[src/sv/assert_macros.svh]
// Assertion helpers included by the deque core.
`ifndef ASSERT_MACROS_SVH
`define ASSERT_MACROS_SVH

// Same-cycle implication, masked while reset is asserted.
`define ASSERT_SAME(label, clk, rst_n, ante, cons) \
    label: assert property (@(posedge clk) disable iff (!(rst_n)) (ante) |-> (cons)) \
        else $error("%m: same-cycle check failed");

// Next-cycle implication, masked while reset is asserted.
`define ASSERT_NEXT(label, clk, rst_n, ante, cons) \
    label: assert property (@(posedge clk) disable iff (!(rst_n)) (ante) |=> (cons)) \
        else $error("%m: next-cycle check failed");

`endif

[src/sv/wad_pkg.sv]
package wad_pkg;

    localparam int DEPTH_DEF            = 64;
    localparam int DATA_WIDTH_DEF       = 32;
    localparam int CRITICAL_RESERVE_DEF = 8;

    localparam int HWM_W    = 6;
    localparam int WINDOW_W = 16;
    localparam int DROP_W   = 16;
    localparam int WORD_W   = 32;
    localparam int OCC_W    = 7;

    localparam logic [HWM_W-1:0]    HWM_RST    = 6'd48;
    localparam logic [WINDOW_W-1:0] WINDOW_RST = 16'd1000;

    // APB register map: index is paddr[2]
    localparam int CFG_AW = 3;
    localparam int PDATA_W = 32;
    localparam logic [0:0] REG_HIGH_WM = 1'b0;
    localparam logic [0:0] REG_WINDOW  = 1'b1;

    typedef enum logic [1:0] {
        OP_ADD_TAIL  = 2'd0,
        OP_ADD_HEAD  = 2'd1,
        OP_TAKE_HEAD = 2'd2
    } t_op;

    typedef struct packed {
        t_op               op;
        logic [WORD_W-1:0] data;
        logic              critical;
    } t_cmd;

    typedef struct packed {
        logic [DROP_W-1:0] drop_count;
        logic              accepted;
        logic [WORD_W-1:0] pop_data;
        logic [OCC_W-1:0]  occupancy;
    } t_result;

endpackage

[src/sv/wad_ram.sv]
module wad_ram #(
    parameter int WIDTH = 32,
    parameter int DEPTH = 64
) (
    input  logic                     i_clk,
    input  logic                     i_we,
    input  logic [$clog2(DEPTH)-1:0] i_waddr,
    input  logic [WIDTH-1:0]         i_wdata,
    input  logic                     i_re,
    input  logic [$clog2(DEPTH)-1:0] i_raddr,
    output logic [WIDTH-1:0]         o_rdata
);

    logic [WIDTH-1:0] r_mem [DEPTH];
    logic [WIDTH-1:0] r_rdata;

    always_ff @(posedge i_clk) begin
        if (i_we) begin
            r_mem[i_waddr] <= i_wdata;
        end
        if (i_re) begin
            r_rdata <= r_mem[i_raddr];
        end
    end

    assign o_rdata = r_rdata;

endmodule

[src/sv/watermark_admission_deque_core.sv]
// Bounded deque of message words with high-watermark admission. Each command
// (push back, push front, pop front) is taken on a cycle with i_start high; o_busy
// stays low, so a command can be issued every cycle, and its result appears with
// o_valid in the cycle after. The result is shown for that one cycle only and
// cannot be held off. It is registered to match the slot memory, whose registered
// read port delivers the popped word in the cycle after the pop is taken. Slot
// storage is not cleared by reset; only written slots are ever read. Configure
// the watermark (0x0) and counter_window (0x4) while no command is in flight.
module watermark_admission_deque_core #(
    parameter int DEPTH            = wad_pkg::DEPTH_DEF,
    parameter int DATA_WIDTH       = wad_pkg::DATA_WIDTH_DEF,
    parameter int CRITICAL_RESERVE = wad_pkg::CRITICAL_RESERVE_DEF
) (
    input  logic                          i_clk,
    input  logic                          i_rst_n,
    input  logic                          i_start,
    input  wad_pkg::t_cmd                 i_cmd,
    output logic                          o_busy,
    output logic                          o_valid,
    output wad_pkg::t_result              o_result,
    input  logic                          psel,
    input  logic                          penable,
    input  logic                          pwrite,
    input  logic [wad_pkg::CFG_AW-1:0]    paddr,
    input  logic [wad_pkg::PDATA_W-1:0]   pwdata,
    output logic [wad_pkg::PDATA_W-1:0]   prdata,
    output logic                          pready
);

    import wad_pkg::*;

    localparam int AW  = $clog2(DEPTH);
    localparam int CW  = $clog2(DEPTH + 1);
    localparam int LW  = ((CW > 8) ? CW : 8) + 1;
    localparam int SUW = AW + 1;

    // Control state
    logic [AW-1:0]       r_head, n_head;
    logic [CW-1:0]       r_fill, n_fill;
    logic [DROP_W-1:0]   r_drops, n_drops;
    logic [WINDOW_W-1:0] r_pushes, n_pushes;
    logic [HWM_W-1:0]    r_hwm;
    logic [WINDOW_W-1:0] r_window;

    // Result stage
    logic                r_out_vld;
    logic [DROP_W-1:0]   r_drop_out, n_drop_out;
    logic                r_acc, n_acc;
    logic                r_pop_ok, n_pop_ok;
    logic [OCC_W-1:0]    r_occ;

    // Slot memory access
    logic                  w_we, w_re;
    logic [AW-1:0]         w_waddr;
    logic [DATA_WIDTH-1:0] w_wdata, w_rdata;
    logic [63:0]           w_word64, w_rd64;

    logic                w_take;
    logic                w_cfg_wr;
    logic [LW-1:0]       w_limit;
    logic                w_admit;
    logic [SUW-1:0]      w_sum;
    logic [AW-1:0]       w_tail, w_head_dec, w_head_inc;
    logic [WINDOW_W-1:0] w_push_inc;

    assign o_busy = 1'b0;
    assign pready = 1'b1;
    assign w_take = i_start && !o_busy;
    assign w_cfg_wr = psel && penable && pwrite && pready;

    // Admission limit: watermark, widened by the reserve for critical words
    assign w_limit = LW'(r_hwm) + (i_cmd.critical ? LW'(CRITICAL_RESERVE) : LW'(0));
    assign w_admit = (LW'(r_fill) < w_limit) && (r_fill < CW'(DEPTH));

    // Ring arithmetic without a divider: one compare and subtract
    assign w_sum  = SUW'(r_head) + SUW'(r_fill);
    assign w_tail = (w_sum >= SUW'(DEPTH)) ? AW'(w_sum - SUW'(DEPTH)) : AW'(w_sum);
    assign w_head_dec = (r_head == '0) ? AW'(DEPTH - 1) : r_head - 1'b1;
    assign w_head_inc = (r_head == AW'(DEPTH - 1)) ? '0 : r_head + 1'b1;
    assign w_push_inc = r_pushes + 1'b1;

    assign w_word64 = 64'(i_cmd.data);
    assign w_wdata  = w_word64[DATA_WIDTH-1:0];

    always_comb begin
        n_head     = r_head;
        n_fill     = r_fill;
        n_drops    = r_drops;
        n_pushes   = r_pushes;
        n_drop_out = '0;
        n_acc      = 1'b0;
        n_pop_ok   = 1'b0;
        w_we       = 1'b0;
        w_re       = 1'b0;
        w_waddr    = w_tail;
        unique case (i_cmd.op)
            OP_ADD_TAIL, OP_ADD_HEAD: begin
                if (w_admit) begin
                    if (i_cmd.op == OP_ADD_HEAD) begin
                        n_head  = w_head_dec;
                        w_waddr = w_head_dec;
                    end
                    w_we   = w_take;
                    n_fill = r_fill + 1'b1;
                    n_acc  = 1'b1;
                end else begin
                    n_drops    = r_drops + 1'b1;
                    n_drop_out = r_drops + 1'b1;
                end
                // Clear both counters once the window is reached
                if (w_push_inc >= r_window) begin
                    n_drops  = '0;
                    n_pushes = '0;
                end else begin
                    n_pushes = w_push_inc;
                end
            end
            OP_TAKE_HEAD: begin
                if (r_fill != '0) begin
                    w_re     = w_take;
                    n_head   = w_head_inc;
                    n_fill   = r_fill - 1'b1;
                    n_acc    = 1'b1;
                    n_pop_ok = 1'b1;
                end
            end
            default: begin
            end
        endcase
    end

    always_ff @(posedge i_clk) begin
        if (!i_rst_n) begin
            r_head    <= '0;
            r_fill    <= '0;
            r_drops   <= '0;
            r_pushes  <= '0;
            r_out_vld <= 1'b0;
        end else begin
            r_out_vld <= w_take;
            if (w_take) begin
                r_head   <= n_head;
                r_fill   <= n_fill;
                r_drops  <= n_drops;
                r_pushes <= n_pushes;
            end
        end
    end

    always_ff @(posedge i_clk) begin
        if (w_take) begin
            r_drop_out <= n_drop_out;
            r_acc      <= n_acc;
            r_pop_ok   <= n_pop_ok;
            r_occ      <= OCC_W'(n_fill);
        end
    end

    // Configuration registers
    always_ff @(posedge i_clk) begin
        if (!i_rst_n) begin
            r_hwm    <= HWM_RST;
            r_window <= WINDOW_RST;
        end else if (w_cfg_wr) begin
            unique case (paddr[2])
                REG_HIGH_WM: r_hwm    <= pwdata[HWM_W-1:0];
                REG_WINDOW:  r_window <= pwdata[WINDOW_W-1:0];
            endcase
        end
    end

    always_comb begin
        unique case (paddr[2])
            REG_HIGH_WM: prdata = PDATA_W'(r_hwm);
            REG_WINDOW:  prdata = PDATA_W'(r_window);
        endcase
    end

    wad_ram #(
        .WIDTH (DATA_WIDTH),
        .DEPTH (DEPTH)
    ) u_slots (
        .i_clk   (i_clk),
        .i_we    (w_we),
        .i_waddr (w_waddr),
        .i_wdata (w_wdata),
        .i_re    (w_re),
        .i_raddr (r_head),
        .o_rdata (w_rdata)
    );

    // Drop the stale read word unless this result is a pop that returned a word
    assign w_rd64 = 64'(w_rdata);

    assign o_valid             = r_out_vld;
    assign o_result.drop_count = r_drop_out;
    assign o_result.accepted   = r_acc;
    assign o_result.pop_data   = r_pop_ok ? w_rd64[WORD_W-1:0] : '0;
    assign o_result.occupancy  = r_occ;

`include "assert_macros.svh"

    `ASSERT_NEXT(a_strobe_follows_take, i_clk, i_rst_n, w_take, o_valid)
    `ASSERT_NEXT(a_no_strobe_without_take, i_clk, i_rst_n, !w_take, !o_valid)
    `ASSERT_NEXT(a_admit_grows_fill, i_clk, i_rst_n, w_take && w_we, r_fill == CW'($past(r_fill) + 1'b1))
    `ASSERT_SAME(a_drop_not_accepted, i_clk, i_rst_n, o_valid && (o_result.drop_count != '0), !o_result.accepted)
    `ASSERT_SAME(a_fill_bounded, i_clk, i_rst_n, 1'b1, r_fill <= CW'(DEPTH))

endmodule
[config.mk]
export PLATFORM = sky130hd
export DESIGN_NAME = watermark_admission_deque_core
export DESIGN_NICKNAME = d
export VERILOG_FILES = /design/src/sv/wad_pkg.sv /design/src/sv/wad_ram.sv /design/src/sv/watermark_admission_deque_core.sv
export VERILOG_INCLUDE_DIRS = /design/src /design/src/sv
export SDC_FILE = /design/constraint.sdc
export NUM_CORES = 2
export LEC_CHECK = 0
export BUFFER_PORTS_ARGS = -buffer_cell sky130_fd_sc_hd__buf_2
export CAP_MARGIN = 10
export CORE_MARGIN = 4
export CORE_UTILIZATION = 41
export DETAILED_ROUTE_END_ITERATION = 7
export GPL_ROUTABILITY_DRIVEN = 0
export HOLD_SLACK_MARGIN = 0.12
export PLACE_DENSITY_LB_ADDON = 0.05
export SETUP_SLACK_MARGIN = 0.02
export SYNTH_ARGS = -nofsm -noshare
export SYNTH_HDL_FRONTEND = slang
export SYNTH_HIERARCHICAL = 1
export SYNTH_SLANG_ARGS = --single-unit
[constraint.sdc]
create_clock -name i_clk -period 5 [get_ports i_clk]
set_input_delay 0.5 -clock i_clk [delete_from_list [all_inputs] [get_ports i_clk]]
set_output_delay 0.5 -clock i_clk [all_outputs]
set_load 0.005 [all_outputs]
==> out/results.tsv <==
stage	metric	value	unit
timing	clock_skew	0.0391	ns
detailed_routing	wl_per_cell	30.6	um
worst_setup_path	path_cells	ha_1 -> ha_1 -> inv_1 -> ha_1 -> a211oi_1 -> o21ai_1 -> a211oi_1 -> and2_1 -> a31oi_1 -> buf_4 -> nor2b_1 -> nand4b_1 -> nor2_4 -> buf_12	
final_layout	finish.net_count	4549	
pwr	leakagePower	0.0304	uW
global_route	grt_pass1_wl	321	mm
timing	setup_viol	0	
clocking	clockBufferDepth	3	
die	row_count	166	
worst_setup_path	crit_path_max_incr_delay	0.47	ns
final_layout	final_cell_mix	edfxtp_1, mux4_2, clkbuf_16	
yosys	yosys_most_used_dff	edfxtp_1	
final_layout	post-route-util	48.0	%
worst_setup_path	critPathLaunchType	flop	
global_route	antenna_found_initial	8	
detailed_routing	drtIter0Drc	4193	
yosys	synth_seq_cells	2173	
timing	period_share	88.3	%
die	core_area	0.205	mm^2
timing	tightest_slew	0.946	ns
place	numPortBuffers	130	
die	initial_utilization	41.3	%
timing	final_max_slew_viol_count	0	
clocking	cts_root_buf	clkbuf_16	
pwr	p_per_area	402	mW/mm^2
timing	fmax	0.226	GHz
die	die_w	463	um
worst_setup_path	path_class	flop to flop	
worst_setup_path	worstPathMaxFanout	27	
worst_setup_path	worstPathArrival	4.92	ns
worst_hold_path	hp-class	primary input to flop	
run	max-cap-violations	0	
clocking	post_cts_resized	0	
worst_setup_path	required	5.51	ns
detailed_routing	drc	0	
die	die_area	0.214	mm^2
detailed_routing	ant_nets	0	
yosys	syn_inst	4034	
detailed_routing	dr.pass1.iters	7	
clocking	clk_pin_slew_worst_paths	0.06	ns
clocking	htreeDepth	4	
worst_setup_path	cpMaxStageDelayCell	and2_1	
worst_setup_path	cp_common_cell	ha_1	
status	status	complete, no violations	
yosys	synth-seq-area-share	76.2	%
timing	grt_setup_unrepaired	false	
timing	period_needed	4.42	ns
clocking	tritoncts	done	
clocking	cts_made_buffers	226	
detailed_routing	viasPerCell	5.66	
yosys	async_flop_share	0	%
final_layout	final_common_cell	edfxtp_1	
global_route	grtUsageTotal	20.8	%
yosys	ys_types	77	
die	num_io_pins	167	
timing	slew_headroom	36.8	%
pwr	vdd_ir_drop_max	0.385	mV
global_route	grt.overflow.total	0	
clocking	cts.sinks	2173	
yosys	syn_area_per_cell	21.0	um^2
final_layout	drive_above_1_share	28.9	%
yosys	ys_warn_count	6	
timing	hold_violations	0	
timing	setup_tns	0	ns
global_route	grt_pass1_vias	42171	
die	fp.dieH	463	um
worst_setup_path	critical_path.endpoint_type	flop	
detailed_routing	wirelength	224	mm
detailed_routing	dr_total_vias	41447	
clocking	clk_latency	0.86	ns
final_layout	syn_to_final_growth	16.2	%
global_route	grt_max_degree	84	
place	hpwl	135	mm
yosys	synth_edf_count	2105	
yosys	syn-cell-area	0.0847	mm^2
-- flip-flops by register name (all words and copies together) (netlist names), 7 cells and up --
signal,flops
r_drop_out,16
r_drops,16
r_fill,7
r_occ,7
r_pushes,16
r_window,16
u_slots/o_rdata,32
u_slots/r_mem,2048
-- stage by stage --
| step | worst slack [ns] | instances | total power (uW) | instance area [um^2] | hold slack (ns) |
|---|---|---|---|---|---|
| 5_1_grt | 0.359 | 7318 | 41000 | 98500 | 0.269 |
| 3_5_place_dp | 0.294 | 6868 | 23400 | 90800 | 0.446 |
| 6_report | 0.584 | 7320 | 39600 | 98500 | 0.268 |
| 3_3_place_gp | 0.239 | 6868 | 23400 | 90800 | 0.445 |
| 2_1_floorplan | 0.0498 | 4050 | 22100 | 84800 | 0.432 |
| 4_1_cts | 0.597 | 7317 | 40100 | 98500 | 0.181 |
-- cells in the mapped netlist (18+ instances only) --
| cell | n | area (um^2) |
|---|---|---|
| o22ai_1 | 93 | 582 |
| dfxtp_1 | 68 | 1360 |
| mux2i_1 | 105 | 1050 |
| ha_1 | 36 | 450 |
| o221ai_1 | 34 | 298 |
| o21ai_0 | 18 | 90.1 |
| nor3_1 | 18 | 90.1 |
| inv_1 | 46 | 173 |
| a21oi_1 | 108 | 541 |
| nor2b_1 | 20 | 125 |
| nand2_1 | 96 | 360 |
| and3_1 | 19 | 119 |
| nor2_1 | 195 | 732 |
| and2_1 | 41 | 257 |
| buf_2 | 62 | 310 |
| buf_4 | 44 | 330 |
| nand3_1 | 41 | 205 |
| mux4_2 | 544 | 12300 |
| edfxtp_1 | 2105 | 63200 |
| buf_1 | 24 | 90.1 |
| clkbuf_1 | 102 | 383 |
| xnor2_1 | 27 | 236 |
-- cell type report --
class,count,area [um^2]
fill,16827,107000
sequential,2173,64600
multi-input combinational,1592,19400
clock buffer,286,6020
timing repair buffer,395,3640
tap,2688,3360
clock inverter,135,1330
inverter,48,180
antenna,3,7.51
-- layer usage --
layer	up-vias	wire length (um)	part of all wire (%)	track usage, %
li1	17619	-	-	-
met4	2	5190	2.3	5.28
met5	-	7	0.0031	0
met2	1081	107000	48	32.9
met1	22464	101000	45	30.7
met3	281	11000	4.9	3.12
-- logic make-up after synthesis --
family	after synthesis	synth area share, %
DFF	2173	76.2
muxes	654	15.8
and+or+nand+nor	511	2.91
AOI/OAI and AO/OA	339	2.61
buffers and inverters	285	1.59
adders and majority gates	37	0.555
xor gates and xnor gates	33	0.341
other	2	0.00886
-- power breakdown --
group	leakage [uW]	internal [uW]	switching (uW)
sequential	0.0195	20100	87.0
clock	0.00359	9580	7050
combinational	0.00726	1040	1750
-- worst max-delay path, delay by kind of cell (launching register included) --
| family | cells | cell delay (ns) |
|---|---|---|
| buffers and inverters | 3 | 0.53 |
| flip-flops | 1 | 0.33 |
| AO/OA/AOI/OAI | 4 | 0.90 |
| AND/OR/NAND/NOR | 4 | 1.48 |
| adder cells (fa/ha/maj) | 3 | 0.78 |
-- path summary, 6_finish.rpt --
kind	from	end	cells after the start	slack (ns)
setup reg to reg	r_hwm[3]$_SDFFE_PN0P_	u_slots/r_mem[52][13]$_DFFE_PP_	14	0.58
setup / recovery	r_hwm[3]$_SDFFE_PN0P_	u_slots/r_mem[52][13]$_DFFE_PP_	14	0.58
hold / removal	pwrite	r_hwm[2]$_SDFFE_PN0P_	5	0.27
hold reg to reg	r_window[15]$_SDFFE_PN0P_	r_window[15]$_SDFFE_PN0P_	2	0.45
-- what timing repair did --
| item | in CTS | in global routing |
|---|---|---|
| setup buffers | 0 | 0 |
| endpoints found under the hold margin | 27 | 0 |
| hold buffers | 28 | 0 |
Note: power is estimated with default switching activity, not from simulation.
